### config.mk
export PLATFORM = sky130hd
export DESIGN_NAME = triac_relay_soft_start_sequencer
export DESIGN_NICKNAME = d
export VERILOG_FILES = /design/src/tsss_pkg.sv /design/src/tsss_remainder.sv /design/src/tsss_datapath.sv /design/src/tsss_controller.sv /design/src/triac_relay_soft_start_sequencer.sv
export SDC_FILE = /design/constraint.sdc
export NUM_CORES = 1
export LEC_CHECK = 0
export ABC_AREA = 0
export BUFFER_PORTS_ARGS = -buffer_cell sky130_fd_sc_hd__buf_4
export CAP_MARGIN = 20
export CORE_UTILIZATION = 50
export CTS_CLUSTER_SIZE = 12
export DETAILED_ROUTE_END_ITERATION = 16
export PLACE_DENSITY = 0.63
export SETUP_SLACK_MARGIN = 0.2
export SLEW_MARGIN = 20
export SYNTH_ARGS = -nofsm -noshare
export SYNTH_HDL_FRONTEND = slang
export SYNTH_SLANG_ARGS = --single-unit
### constraint.sdc
create_clock -name clock -period 7.6 [get_ports clock]
set_clock_uncertainty 0.15 [all_clocks]
set_input_delay 0.38 -clock clock [delete_from_list [all_inputs] [get_ports clock]]
set_output_delay 0.38 -clock clock [all_outputs]
set_load 0.005 [all_outputs]
### src/tsss_pkg.sv
`default_nettype none

package tsss_pkg;

   // field and time widths
   localparam int TIME_W = 16;
   localparam int CFG_W  = 16;
   localparam int CMP_W  = (TIME_W > CFG_W) ? TIME_W : CFG_W;
   localparam int SUM_W  = CMP_W + 1;
   localparam int CNT_W  = $clog2(TIME_W + 1);
   localparam int IDX_W  = 3;

   localparam logic [TIME_W-1:0] TIME_MAX = {TIME_W{1'b1}};

   // register indexes
   localparam logic [IDX_W-1:0] REG_FIRST_PERIOD  = 3'd0;
   localparam logic [IDX_W-1:0] REG_SECOND_PERIOD = 3'd1;
   localparam logic [IDX_W-1:0] REG_THIRD_PERIOD  = 3'd2;
   localparam logic [IDX_W-1:0] REG_FOURTH_PERIOD = 3'd3;
   localparam logic [IDX_W-1:0] REG_PULSE_WIDTH   = 3'd4;
   localparam logic [IDX_W-1:0] REG_PHASE_DUR     = 3'd5;
   localparam logic [IDX_W-1:0] REG_COOL_DUR      = 3'd6;
   localparam logic [IDX_W-1:0] REG_TICK_INC      = 3'd7;

   // channel status codes
   localparam logic [1:0] STAT_OFF  = 2'd0;
   localparam logic [1:0] STAT_ON   = 2'd1;
   localparam logic [1:0] STAT_SOFT = 2'd2;
   localparam logic [1:0] STAT_COOL = 2'd3;

   typedef enum logic [2:0] {
      SEQ_IDLE      = 3'd0,
      SEQ_PHASE1    = 3'd1,
      SEQ_PHASE2    = 3'd2,
      SEQ_PHASE3    = 3'd3,
      SEQ_PHASE4    = 3'd4,
      SEQ_RELAY_ON  = 3'd5,
      SEQ_RELAY_OFF = 3'd6,
      SEQ_COOLING   = 3'd7
   } seq_state_type;

   typedef enum logic [1:0] {
      CTRL_IDLE,
      CTRL_START,
      CTRL_DIVIDE,
      CTRL_FINISH
   } ctrl_state_type;

   typedef struct packed {
      logic transition;
      logic div_start;
      logic finish;
   } cmd_type;

   typedef struct packed {
      logic in_phase;
      logic div_done;
      logic out_free;
   } status_type;

endpackage

`default_nettype wire

### src/tsss_remainder.sv
`default_nettype none

// restoring remainder, one dividend bit per cycle
module tsss_remainder (
   input  wire logic                           clock,
   input  wire logic                           reset,
   input  wire logic                           start,
   input  wire logic [tsss_pkg::TIME_W-1:0]    dividend,
   input  wire logic [tsss_pkg::CFG_W-1:0]     divisor,
   output logic                                done,
   output logic [tsss_pkg::CFG_W-1:0]          remainder
);

   logic                             busy_ff, busy_in;
   logic                             done_ff, done_in;
   logic [tsss_pkg::CNT_W-1:0]       cnt_ff, cnt_in;
   logic [tsss_pkg::TIME_W-1:0]      dvd_ff, dvd_in;
   logic [tsss_pkg::CFG_W-1:0]       rem_ff, rem_in;
   logic [tsss_pkg::CFG_W:0]         shifted;
   logic [tsss_pkg::CFG_W:0]         diff;

   assign shifted = {rem_ff, dvd_ff[tsss_pkg::TIME_W-1]};
   assign diff    = shifted - {1'b0, divisor};

   always_comb begin
      busy_in = busy_ff;
      done_in = 1'b0;
      cnt_in  = cnt_ff;
      dvd_in  = dvd_ff;
      rem_in  = rem_ff;
      if (start) begin
         busy_in = 1'b1;
         cnt_in  = tsss_pkg::CNT_W'(tsss_pkg::TIME_W);
         dvd_in  = dividend;
         rem_in  = '0;
      end else if (busy_ff) begin
         dvd_in = {dvd_ff[tsss_pkg::TIME_W-2:0], 1'b0};
         if (shifted >= {1'b0, divisor}) begin
            rem_in = diff[tsss_pkg::CFG_W-1:0];
         end else begin
            rem_in = shifted[tsss_pkg::CFG_W-1:0];
         end
         cnt_in = cnt_ff - tsss_pkg::CNT_W'(1);
         if (cnt_ff == tsss_pkg::CNT_W'(1)) begin
            busy_in = 1'b0;
            done_in = 1'b1;
         end
      end
   end

   always_ff @(posedge clock) begin
      if (reset) begin
         busy_ff <= 1'b0;
         done_ff <= 1'b0;
         cnt_ff  <= '0;
      end else begin
         busy_ff <= busy_in;
         done_ff <= done_in;
         cnt_ff  <= cnt_in;
      end
      dvd_ff <= dvd_in;
      rem_ff <= rem_in;
   end

   assign done      = done_ff;
   assign remainder = rem_ff;

endmodule

`default_nettype wire

### src/tsss_datapath.sv
`default_nettype none

module tsss_datapath (
   input  wire logic                              clock,
   input  wire logic                              reset,
   input  wire tsss_pkg::cmd_type                 cmd,
   output tsss_pkg::status_type                   status,
   input  wire logic                              req_wanted_on,
   input  wire logic                              csr_valid,
   input  wire logic [tsss_pkg::IDX_W-1:0]        csr_index,
   input  wire logic [tsss_pkg::CFG_W-1:0]        csr_data,
   output logic                                   rsp_valid,
   input  wire logic                              rsp_ready,
   output logic                                   rsp_triac_drive,
   output logic                                   rsp_relay_drive,
   output logic [1:0]                             rsp_channel_status,
   output logic                                   rsp_output_is_on
);

   // configuration registers
   logic [tsss_pkg::CFG_W-1:0] period1_ff, period2_ff, period3_ff, period4_ff;
   logic [tsss_pkg::CFG_W-1:0] pulse_width_ff, phase_dur_ff, cool_dur_ff, tick_inc_ff;

   // sequencer state
   tsss_pkg::seq_state_type       seq_ff, seq_in;
   logic [tsss_pkg::TIME_W-1:0]   elapsed_ff, elapsed_in;
   logic                          real_on_ff, real_on_in;
   logic                          triac_ff, triac_in;
   logic                          relay_ff, relay_in;
   logic [1:0]                    stat_ff, stat_in;
   logic                          out_on_ff;
   logic                          rsp_valid_ff, rsp_valid_in;

   logic                          in_phase;
   logic [tsss_pkg::CFG_W-1:0]    period;
   logic [tsss_pkg::CFG_W-1:0]    div_rem;
   logic                          div_done;
   logic [tsss_pkg::CMP_W-1:0]    rem_sel;
   logic [tsss_pkg::SUM_W-1:0]    time_sum;
   logic                          phase_over;
   logic                          cool_over;

   always_ff @(posedge clock) begin
      if (reset) begin
         period1_ff     <= tsss_pkg::CFG_W'(100);
         period2_ff     <= tsss_pkg::CFG_W'(80);
         period3_ff     <= tsss_pkg::CFG_W'(60);
         period4_ff     <= tsss_pkg::CFG_W'(40);
         pulse_width_ff <= tsss_pkg::CFG_W'(20);
         phase_dur_ff   <= tsss_pkg::CFG_W'(1000);
         cool_dur_ff    <= tsss_pkg::CFG_W'(1000);
         tick_inc_ff    <= tsss_pkg::CFG_W'(10);
      end else if (csr_valid) begin
         case (csr_index)
            tsss_pkg::REG_FIRST_PERIOD:  period1_ff     <= csr_data;
            tsss_pkg::REG_SECOND_PERIOD: period2_ff     <= csr_data;
            tsss_pkg::REG_THIRD_PERIOD:  period3_ff     <= csr_data;
            tsss_pkg::REG_FOURTH_PERIOD: period4_ff     <= csr_data;
            tsss_pkg::REG_PULSE_WIDTH:   pulse_width_ff <= csr_data;
            tsss_pkg::REG_PHASE_DUR:     phase_dur_ff   <= csr_data;
            tsss_pkg::REG_COOL_DUR:      cool_dur_ff    <= csr_data;
            tsss_pkg::REG_TICK_INC:      tick_inc_ff    <= csr_data;
            default: ;
         endcase
      end
   end

   always_comb begin
      in_phase = 1'b0;
      period   = period1_ff;
      case (seq_ff)
         tsss_pkg::SEQ_PHASE1: begin
            in_phase = 1'b1;
            period   = period1_ff;
         end
         tsss_pkg::SEQ_PHASE2: begin
            in_phase = 1'b1;
            period   = period2_ff;
         end
         tsss_pkg::SEQ_PHASE3: begin
            in_phase = 1'b1;
            period   = period3_ff;
         end
         tsss_pkg::SEQ_PHASE4: begin
            in_phase = 1'b1;
            period   = period4_ff;
         end
         default: ;
      endcase
   end

   tsss_remainder u_remainder (
      .clock     (clock),
      .reset     (reset),
      .start     (cmd.div_start),
      .dividend  (elapsed_ff),
      .divisor   (period),
      .done      (div_done),
      .remainder (div_rem)
   );

   assign phase_over = tsss_pkg::CMP_W'(elapsed_ff) >= tsss_pkg::CMP_W'(phase_dur_ff);
   assign cool_over  = tsss_pkg::CMP_W'(elapsed_ff) >= tsss_pkg::CMP_W'(cool_dur_ff);

   // zero period passes the time straight through
   assign rem_sel  = (period == '0) ? tsss_pkg::CMP_W'(elapsed_ff)
                                    : tsss_pkg::CMP_W'(div_rem);
   assign time_sum = tsss_pkg::SUM_W'(elapsed_ff) + tsss_pkg::SUM_W'(tick_inc_ff);

   always_comb begin
      seq_in       = seq_ff;
      elapsed_in   = elapsed_ff;
      real_on_in   = real_on_ff;
      triac_in     = triac_ff;
      relay_in     = relay_ff;
      stat_in      = stat_ff;
      rsp_valid_in = rsp_valid_ff & ~rsp_ready;

      if (cmd.transition) begin
         case (seq_ff)
            tsss_pkg::SEQ_IDLE: begin
               if (req_wanted_on != real_on_ff) begin
                  if (req_wanted_on) begin
                     seq_in     = tsss_pkg::SEQ_PHASE1;
                     elapsed_in = '0;
                  end else begin
                     seq_in = tsss_pkg::SEQ_RELAY_OFF;
                  end
               end
            end
            tsss_pkg::SEQ_PHASE1, tsss_pkg::SEQ_PHASE2,
            tsss_pkg::SEQ_PHASE3, tsss_pkg::SEQ_PHASE4: begin
               if (phase_over) begin
                  elapsed_in = '0;
                  case (seq_ff)
                     tsss_pkg::SEQ_PHASE1: seq_in = tsss_pkg::SEQ_PHASE2;
                     tsss_pkg::SEQ_PHASE2: seq_in = tsss_pkg::SEQ_PHASE3;
                     tsss_pkg::SEQ_PHASE3: seq_in = tsss_pkg::SEQ_PHASE4;
                     default:              seq_in = tsss_pkg::SEQ_RELAY_ON;
                  endcase
               end
               if (!req_wanted_on && !triac_ff) begin
                  seq_in     = tsss_pkg::SEQ_RELAY_OFF;
                  elapsed_in = '0;
               end
            end
            tsss_pkg::SEQ_RELAY_ON, tsss_pkg::SEQ_RELAY_OFF: begin
               seq_in     = tsss_pkg::SEQ_COOLING;
               real_on_in = req_wanted_on;
            end
            default: begin
               if (cool_over) begin
                  seq_in     = tsss_pkg::SEQ_IDLE;
                  elapsed_in = '0;
               end else if (!req_wanted_on && real_on_ff) begin
                  seq_in = tsss_pkg::SEQ_RELAY_OFF;
               end
            end
         endcase
      end

      if (cmd.finish) begin
         case (seq_ff)
            tsss_pkg::SEQ_IDLE: begin
               triac_in = 1'b0;
               relay_in = real_on_ff;
               stat_in  = real_on_ff ? tsss_pkg::STAT_ON : tsss_pkg::STAT_OFF;
            end
            tsss_pkg::SEQ_PHASE1, tsss_pkg::SEQ_PHASE2,
            tsss_pkg::SEQ_PHASE3, tsss_pkg::SEQ_PHASE4: begin
               triac_in = rem_sel < tsss_pkg::CMP_W'(pulse_width_ff);
               relay_in = 1'b0;
               stat_in  = tsss_pkg::STAT_SOFT;
            end
            tsss_pkg::SEQ_RELAY_ON: begin
               triac_in = 1'b0;
               relay_in = 1'b1;
               stat_in  = tsss_pkg::STAT_ON;
            end
            tsss_pkg::SEQ_RELAY_OFF: begin
               triac_in = 1'b0;
               relay_in = 1'b0;
               stat_in  = tsss_pkg::STAT_COOL;
            end
            default: begin
               stat_in = real_on_ff ? tsss_pkg::STAT_ON : tsss_pkg::STAT_COOL;
            end
         endcase
         if (time_sum > tsss_pkg::SUM_W'(tsss_pkg::TIME_MAX)) begin
            elapsed_in = tsss_pkg::TIME_MAX;
         end else begin
            elapsed_in = time_sum[tsss_pkg::TIME_W-1:0];
         end
         rsp_valid_in = 1'b1;
      end
   end

   always_ff @(posedge clock) begin
      if (reset) begin
         seq_ff       <= tsss_pkg::SEQ_IDLE;
         elapsed_ff   <= '0;
         real_on_ff   <= 1'b0;
         triac_ff     <= 1'b0;
         relay_ff     <= 1'b0;
         stat_ff      <= tsss_pkg::STAT_OFF;
         rsp_valid_ff <= 1'b0;
      end else begin
         seq_ff       <= seq_in;
         elapsed_ff   <= elapsed_in;
         real_on_ff   <= real_on_in;
         triac_ff     <= triac_in;
         relay_ff     <= relay_in;
         stat_ff      <= stat_in;
         rsp_valid_ff <= rsp_valid_in;
      end
      if (cmd.finish) begin
         out_on_ff <= real_on_ff;
      end
   end

   assign status.in_phase = in_phase;
   assign status.div_done = div_done;
   assign status.out_free = ~rsp_valid_ff | rsp_ready;

   assign rsp_valid          = rsp_valid_ff;
   assign rsp_triac_drive    = triac_ff;
   assign rsp_relay_drive    = relay_ff;
   assign rsp_channel_status = stat_ff;
   assign rsp_output_is_on   = out_on_ff;

endmodule

`default_nettype wire

### src/tsss_controller.sv
`default_nettype none

module tsss_controller (
   input  wire logic                   clock,
   input  wire logic                   reset,
   input  wire logic                   req_valid,
   output logic                        req_ready,
   input  wire tsss_pkg::status_type   status,
   output tsss_pkg::cmd_type           cmd
);

   tsss_pkg::ctrl_state_type state_ff, state_in;

   always_comb begin
      state_in = state_ff;
      case (state_ff)
         tsss_pkg::CTRL_IDLE: begin
            if (req_valid) begin
               state_in = tsss_pkg::CTRL_START;
            end
         end
         tsss_pkg::CTRL_START: begin
            state_in = status.in_phase ? tsss_pkg::CTRL_DIVIDE : tsss_pkg::CTRL_FINISH;
         end
         tsss_pkg::CTRL_DIVIDE: begin
            if (status.div_done) begin
               state_in = tsss_pkg::CTRL_FINISH;
            end
         end
         tsss_pkg::CTRL_FINISH: begin
            if (status.out_free) begin
               state_in = tsss_pkg::CTRL_IDLE;
            end
         end
         default: state_in = tsss_pkg::CTRL_IDLE;
      endcase
   end

   always_comb begin
      req_ready      = 1'b0;
      cmd.transition = 1'b0;
      cmd.div_start  = 1'b0;
      cmd.finish     = 1'b0;
      case (state_ff)
         tsss_pkg::CTRL_IDLE: begin
            req_ready      = 1'b1;
            cmd.transition = req_valid;
         end
         tsss_pkg::CTRL_START: begin
            cmd.div_start = status.in_phase;
         end
         tsss_pkg::CTRL_FINISH: begin
            cmd.finish = status.out_free;
         end
         default: ;
      endcase
   end

   always_ff @(posedge clock) begin
      if (reset) begin
         state_ff <= tsss_pkg::CTRL_IDLE;
      end else begin
         state_ff <= state_in;
      end
   end

endmodule

`default_nettype wire

### src/triac_relay_soft_start_sequencer.sv
`default_nettype none

// Soft-start sequencer for one triac/relay channel. Each transfer on the req_
// channel is one control tick carrying the wanted on/off state; each tick
// gives exactly one transfer on the rsp_ channel with the triac and relay
// drives, the channel status (off, on, soft starting, cooling) and the real
// output state. Turning on walks through four soft-start phases in which the
// triac pulses while the elapsed time modulo the phase period is below the
// pulse width; then the relay takes over and a cooling wait follows. The state
// transition is done at the acceptance edge itself. A tick in a soft-start
// phase then goes through launching the remainder unit, the bit-serial
// remainder of the 16-bit time, the hand-over to the decode, and the decode
// that registers the result; any other tick goes through picking the decode
// path and then the decode and register step. A result still waiting in the
// output register holds the next one in its decode step. The next tick is
// accepted once the controller is back in idle after the result is loaded.
// Registers are written through the csr_ port, which is always ready; the
// user must write them only while no tick is in flight (not enforced here).
module triac_relay_soft_start_sequencer (
   input  wire logic                              clock,
   input  wire logic                              reset,
   // tick input
   input  wire logic                              req_valid,
   output logic                                   req_ready,
   input  wire logic                              req_wanted_on,
   // result output
   output logic                                   rsp_valid,
   input  wire logic                              rsp_ready,
   output logic                                   rsp_triac_drive,
   output logic                                   rsp_relay_drive,
   output logic [1:0]                             rsp_channel_status,
   output logic                                   rsp_output_is_on,
   // register writes
   input  wire logic                              csr_valid,
   output logic                                   csr_ready,
   input  wire logic [tsss_pkg::IDX_W-1:0]        csr_index,
   input  wire logic [tsss_pkg::CFG_W-1:0]        csr_data
);

   // command and status between control and datapath
   tsss_pkg::cmd_type    cmd;
   tsss_pkg::status_type status;

   // register writes never stall
   assign csr_ready = 1'b1;

   // sequencing of transition, remainder and decode
   tsss_controller u_controller (
      .clock     (clock),
      .reset     (reset),
      .req_valid (req_valid),
      .req_ready (req_ready),
      .status    (status),
      .cmd       (cmd)
   );

   // registers, sequencer state, remainder unit and output register
   tsss_datapath u_datapath (
      .clock              (clock),
      .reset              (reset),
      .cmd                (cmd),
      .status             (status),
      .req_wanted_on      (req_wanted_on),
      .csr_valid          (csr_valid),
      .csr_index          (csr_index),
      .csr_data           (csr_data),
      .rsp_valid          (rsp_valid),
      .rsp_ready          (rsp_ready),
      .rsp_triac_drive    (rsp_triac_drive),
      .rsp_relay_drive    (rsp_relay_drive),
      .rsp_channel_status (rsp_channel_status),
      .rsp_output_is_on   (rsp_output_is_on)
   );

endmodule

`default_nettype wire
### Yosys cells after proc, flatten, opt, wreduce, memory -nomap -nowiden

Cells that the tools add are included.
Widths: inputs -> output; s select.

* register bits after elaboration: 195
* bits in latches: 0
* bits in writable memories: 0
* bits in read-only memories: 0
* input bits: 25
* output and inout port bits: 8
* logic and storage cells: 141
* memories: 0

* add/sub/neg operators: 3
* multipliers: 0
* divide/modulo/power cells: 0
* $lt $le $gt $ge: 5
* equal/unequal tests: 27
* shift-type cells: 0
* mux-type cells: 44
* bitwise gates (word level): 5
* reductions and logical operators: 34

Operators with widths (number)
* $mux 16: 12
* $pmux 16 s3: 2
* $ge 16x16->1: 2
* $reduce_and 2->1: 11
* $eq 3x3->1 const B: 7
* $mux 3: 6
* $pmux 3 s3: 2
* $add 16x16->17: 1
* $ge 17x16->1: 1
* $gt 17x16->1 const B: 1
* $logic_not 16->1: 1
* $lt 16x16->1: 1
* $pmux 2 s4: 2
* $sub 16x16->16: 1
* $eq 3x2->1 const B: 4
* $mux 1: 12
* $mux 5: 2
* $mux 2: 4
* $eq 3x1->1 const B: 2
* $logic_not 3->1: 2
* $ne 2x1->1 const B: 3
* $reduce_and 6->1: 1
* $reduce_bool 2->1: 3
* $reduce_or 3->1: 2
* 26 further kinds: 33

### Logic depth before layout (Yosys ltp)

* depth in word-level cells: 6
* gate-level depth with buffers: 19
* gate-level depth less buffers: 15

### By module

A second synthesis with hierarchy kept.

* cells, all modules: 1395
* area total of the unflattened synthesis: 11428.5 µm²

By module, submodules not included
* tsss_datapath: instances 1, cells each 1089, area an instance 8544.4 µm², sequential area each 3093.0 µm²
* tsss_remainder: instances 1, cells each 280, area an instance 2662.6 µm², sequential area each 940.9 µm²
* tsss_controller: instances 1, cells each 24, area an instance 210.2 µm², sequential area each 40.0 µm²
* triac_relay_soft_start_sequencer: instances 1, cells each 2, area an instance 11.3 µm², sequential area each 0.0 µm²

### Worst setup path before layout

Ideal clock, no wire load.

* kind: reg2reg
* start point: register u_datapath.seq_ff[1]
* end point: register u_datapath.triac_ff, in the netlist u_datapath.rsp_triac_drive
* library setup time: 0.069 ns
* arrival time: 3.456 ns
* required time: 7.381 ns
* path slack: 3.925 ns
* stages on the path, launching flop included: 18
* path buffers: 2
* period minus slack after synthesis: 3.675 ns
* path through: dfxtp_1 -> buf_6 -> or4b_1 -> o311a_1 -> a22oi_2 -> nand3_1 -> and4bb_1 -> nand4_4 -> buf_6 -> mux2_4 -> ha_1 -> a21o_1 -> a21o_1 -> a21oi_1 -> o211ai_1 -> a211oi_1 -> nand2_1 -> o21ai_1

* cells in the longest elaborated chain, start to end: 6
* elaborated cells between the ends (all ways): 16
* classes of those cells: order compare: 1; eq/ne: 6; mux: 3; reduce/logical: 6

RTL lines
* from (decl): RTL line tsss_datapath.sv:25 `tsss_pkg::seq_state_type seq_ff, seq_in;`
* from (signal assigned): RTL line tsss_datapath.sv:200 `seq_ff <= tsss_pkg::SEQ_IDLE;`
* from (signal assigned): RTL line tsss_datapath.sv:208 `seq_ff <= seq_in;`
* $eq 3x3->1 or $eq 3x2->1 (tied branches): RTL line tsss_datapath.sv:71, tsss_datapath.sv:163
* $pmux 16 s3: RTL line tsss_datapath.sv:71 `case (seq_ff)`
* $logic_not 16->1: RTL line tsss_datapath.sv:106 `assign rem_sel = (period == '0) ? tsss_pkg::CMP_W'(elapsed_ff)`
* $mux 16: RTL line tsss_datapath.sv:106
* $lt 16x16->1: RTL line tsss_datapath.sv:171 `triac_in = rem_sel < tsss_pkg::CMP_W'(pulse_width_ff);`
* $pmux 1 s2: RTL line tsss_datapath.sv:163 `case (seq_ff)`
* to (signal assigned): RTL line tsss_datapath.sv:211 `triac_ff <= triac_in;`
* to (decl): RTL line tsss_datapath.sv:28 `logic triac_ff, triac_in;`

Several ways; a longest one is shown, not always the timed one.
A chain may end at the register's enable or synchronous reset.

### Worst setup path after layout

* start point: register u_datapath.seq_ff[1]
* end point: register u_datapath.u_remainder.rem_ff, in the netlist u_datapath.u_remainder.remainder[9]

* cells in the longest elaborated chain, start to end: 4
* elaborated cells between the ends (all ways): 11
* classes of those cells: add/sub: 1; order compare: 1; eq/ne: 4; mux: 4; reduce/logical: 1

RTL lines
* $eq 3x3->1, or another cell as far along: RTL line tsss_datapath.sv:71
* $pmux 16 s3 or $reduce_or 4->1 (tied branches)
* $sub 16x16->16, or another cell as far along: RTL line tsss_remainder.sv:23 `assign diff = shifted - {1'b0, divisor};`
* $mux 16 or $mux 1 (tied branches): RTL line tsss_remainder.sv:38, tsss_controller.sv:44
* to (signal assigned): RTL line tsss_remainder.sv:62 `rem_ff <= rem_in;`
* to (decl): RTL line tsss_remainder.sv:18 `logic [tsss_pkg::CFG_W-1:0] rem_ff, rem_in;`

Several ways; a longest one is shown, not always the timed one.

==> qor_table.md <==
| Metric | This run |
| --- | --- |
| Number of vias after detailed routing | 9600 |
| Chip Height | 150 um |
| Share of the core filled with cells in the final layout | 55.9% |
| Count of routing violations after the opening detailed-route iteration | 826 |
| Final total negative setup slack | 0 ns |
| Post-Place Cell Area | 11200 sq um |
| Commonest cells post-synth | 310 x sky130_fd_sc_hd__nand2_1, 178 x sky130_fd_sc_hd__dfxtp_1, 176 x sky130_fd_sc_hd__a21oi_1, 86 x sky130_fd_sc_hd__ha_1, 72 x sky130_fd_sc_hd__inv_1 |
| Crit share post-route | 66.4% |
| Area taken by multi-input logic gates | 6260 sq um |
| Count of buffers inserted at the top-level ports | 31 |
| Maximum fanout along the worst path | 27 |
| WP data arrival | 5.17 ns |
| Leakage power | 4.71 nW |
| Overall Global Routing Usage | 29.4% |
| Min cycle time layout | 5.05 ns |
| Clock tree from TritonCTS | built |
| Setup violations, final | 0 |
| First-pass GRT wire length | 49800 um |
| Clock transition at path regs | 0.08 ns |
| Initial antenna violation count | 0 |
| Count of placed standard cells in the final layout, fillers left out | 1638 |
| Synthesized cell area | 11000 sq um |
| Register area | 4070 sq um |
| Number of nets produced by synthesis | 1490 |
| Warnings, synthesis | 0 |
| Core area | 21300 sq um |
| Inserted Clock Buffers | 17 |
| CTS Sinks | 195 |
| Total power density per cell area | 317 nW/um^2 |
| Detailed-route vias per instance | 5.86 |
| Residual DRC count | 0 |
| Count of instances resized after the clock tree is built | 0 |
| Share of the yosys chip area belonging to registers | 37.1% |
| Layout cells sized above 1 | 7.85% |
| Initial Util | 51.5% |
| Final Hold Fails | 0 |
| Post-Layout Inst Area | 11900 sq um |
| Number of synthesized flops with an enable pin | 17 |
| Dominant synthesized flop cell | sky130_fd_sc_hd__dfxtp_1 |
| Transition time at the pin with the least slew margin | 1.04 ns |
| Main area contributors after synthesis | sky130_fd_sc_hd__dfxtp_1 32%, sky130_fd_sc_hd__nand2_1 11%, sky130_fd_sc_hd__ha_1 9.8% |
| Standard-cell rows | 53 |
| CP startpoint kind | register |
| Share of flip-flops with an asynchronous set or reset | 0% |
| Outcome | finished, final reports clean |
| Most used standard cell by instance count after synthesis | sky130_fd_sc_hd__nand2_1 |
| Final hold slack | 0.0721 ns |
| Final #Nets | 1463 |
| Number of slew-limit violations in the final report | 0 |
| Die W | 150 um |
| Clock latency on the worst-skew pair | 0.45 ns |
| Type of destination of the critical path | register |
| Maximum capacitance violations | 0 |
| Ports placed on the boundary | 33 |
| Root cell of the clock tree | sky130_fd_sc_hd__clkbuf_16 |
| Required time of the critical path | 7.72 ns |
| Bufs on Longest Clock Path | 2 |
| Inst Count DP | 1606 |
| Mean post-synth cell area | 7.97 sq um |
| Post-Route WL | 31900 um |
| Detailed-router iteration count before antenna repair | 5 |
| Post-Syn Instances | 1377 |
| Final HPWL DP | 22300 um |
| ANT cells | 0 |
| Die outline area | 22500 sq um |
| Post-synthesis sequential element count | 195 |
| Vias in the first global route | 8723 |
| Post-CTS setup buffer count | 0 |
| Startpoint-to-endpoint class of the critical path | reg2reg |
| Total congestion overflow after global routing | 0 |
| Post-detailed-route wirelength per cell | 19.5 um |
| Post-synth top area share | 32.5% |
| Peak supply drop | 0.172 mV |
| Largest area contributor in the netlist | sky130_fd_sc_hd__dfxtp_1 |
| Largest net degree at the start of global routing | 85 |
| Number of library cell types mapped by synthesis | 77 |
| Number of levels the H-tree was split into | 4 |
| Max frequency | 198 MHz |
| Count of antenna-violating nets left after detailed routing | 0 |
| Path class of the lowest-slack min-delay path | in2reg |
| Weighted congestion reported at the end of routability-driven placement | 0.930 |
| Max-slew headroom at the worst pin | 30.4% |
| CTS Hold Buffers Added | 0 |
| Filler cells | 2012 |
| Area overhead of the layout relative to synthesis | 8.40% |
| RSZ-0062 raised after global routing | no |
per-layer routing:
| layer | track usage (%) | share of wire [%] | vias to the layer above |
|---|---|---|---|
| met1 | 43.8 | 49 | 4482 |
| li1 | - | - | 4728 |
| met2 | 43.0 | 42 | 340 |
| met3 | 4.48 | 6.9 | 50 |
| met5 | 0 | 0 | - |
| met4 | 9.39 | 2.4 | 0 |
sequential cells by signal (all words and copies together), names as in the netlist, 5 cells and up:
| name | cells |
|---|---|
| u_datapath.cool_dur_ff | 16 |
| u_datapath.elapsed_ff | 16 |
| u_datapath.period1_ff | 16 |
| u_datapath.period2_ff | 16 |
| u_datapath.period3_ff | 16 |
| u_datapath.period4_ff | 16 |
| u_datapath.phase_dur_ff | 16 |
| u_datapath.pulse_width_ff | 16 |
| u_datapath.tick_inc_ff | 16 |
| u_datapath.u_remainder.dvd_ff | 16 |
| u_datapath.u_remainder.remainder | 16 |
| u_datapath.u_remainder.cnt_ff | 5 |
power breakdown:
group          switching [mW]  internal (mW)  leakage (nW)
logic                   0.861          0.605          2.79
registers               0.170           1.17          1.60
clock network           0.477          0.488         0.311
total                    1.51           2.26          4.71
placed cells by master, fill, tap and decap left out, types with 5 or more instances in the layout:
master                      instances
sky130_fd_sc_hd__nand2_1          310
sky130_fd_sc_hd__dfxtp_1          178
sky130_fd_sc_hd__a21oi_1          176
sky130_fd_sc_hd__ha_1              86
sky130_fd_sc_hd__inv_1             72
sky130_fd_sc_hd__nor2_1            69
sky130_fd_sc_hd__o21ai_0           53
sky130_fd_sc_hd__buf_4             40
sky130_fd_sc_hd__nor2b_1           24
sky130_fd_sc_hd__a211oi_1          24
sky130_fd_sc_hd__a211o_1           21
sky130_fd_sc_hd__nor3_1            20
sky130_fd_sc_hd__nand3_1           17
sky130_fd_sc_hd__clkbuf_16         17
sky130_fd_sc_hd__edfxtp_1          17
sky130_fd_sc_hd__o22ai_1           15
sky130_fd_sc_hd__xor2_1            14
sky130_fd_sc_hd__a21o_1            14
sky130_fd_sc_hd__nand3b_1          14
sky130_fd_sc_hd__nand2b_1          13
sky130_fd_sc_hd__nand4_1           10
sky130_fd_sc_hd__xnor2_1           10
sky130_fd_sc_hd__mux2_4             8
sky130_fd_sc_hd__o21a_1             7
sky130_fd_sc_hd__o32ai_1            6
sky130_fd_sc_hd__mux2_2             6
sky130_fd_sc_hd__o211ai_1           6
sky130_fd_sc_hd__or2_2              5
sky130_fd_sc_hd__o221ai_1           5
sky130_fd_sc_hd__mux2i_1            5
sky130_fd_sc_hd__clkinv_8           5
area by class of cell:
cell class	instances	share of cell area (%)
Sequential cell	195	34.3
Clock buffer	17	3.58
Multi-Input combinational cell	1024	52.6
Clock inverter	15	1.85
Inverter	72	2.27
Tap cell	275	2.89
Timing Repair Buffer	40	2.53
stage by stage:
stage / setup WS, ns / total power, mW
2_1_floorplan: 3.92 / 2.42
3_3_place_gp: 2.84 / 2.77
3_5_place_dp: 2.62 / 2.79
4_1_cts: 2.54 / 3.76
5_1_grt: 2.11 / 4.00
6_report: 2.55 / 3.77
path summary, 6_finish.rpt:
check                             start                                   to  slack [ns]  cells past startpoint
min                           rsp_ready                 u_datapath.rsp_valid        0.07                      4
min reg2reg  u_datapath.cool_dur_ff[15]           u_datapath.cool_dur_ff[15]        0.31                      2
max reg2reg        u_datapath.seq_ff[1]  u_datapath.u_remainder.remainder[9]        2.55                     13
max                u_datapath.seq_ff[1]  u_datapath.u_remainder.remainder[9]        2.55                     13
cell families (layout without fill, tap and decap cells):
group                      Yosys count  count (layout)  synth area share, %
and+or+nand+nor                    510             510                 20.7
AOI/OAI and AO/OA                  382             382                 21.8
DFF                                195             195                 37.1
buffers and inverters              158             144                 6.07
adders and majority gates           88              88                 10.2
xor gates and xnor gates            24              24                 1.92
muxes                               19              19                 2.17
other                                1               1               0.0342
critical path: stages, from the launching register on:
cell and delay [ns]:
sky130_fd_sc_hd__dfxtp_1 0.92, sky130_fd_sc_hd__nand2b_1 0.63, sky130_fd_sc_hd__o22ai_1 0.37, sky130_fd_sc_hd__a211o_1 0.23
sky130_fd_sc_hd__ha_1 0.26, sky130_fd_sc_hd__nor2b_1 0.13, sky130_fd_sc_hd__o21ai_0 0.18, sky130_fd_sc_hd__a21boi_0 0.20
sky130_fd_sc_hd__o41ai_1 0.41, sky130_fd_sc_hd__a31o_2 0.32, sky130_fd_sc_hd__o21a_1 0.70, sky130_fd_sc_hd__nor2_1 0.11
sky130_fd_sc_hd__a21oi_1 0.17, sky130_fd_sc_hd__a21oi_1 0.09
No activity file was read; power rests on OpenSTA's default activity.
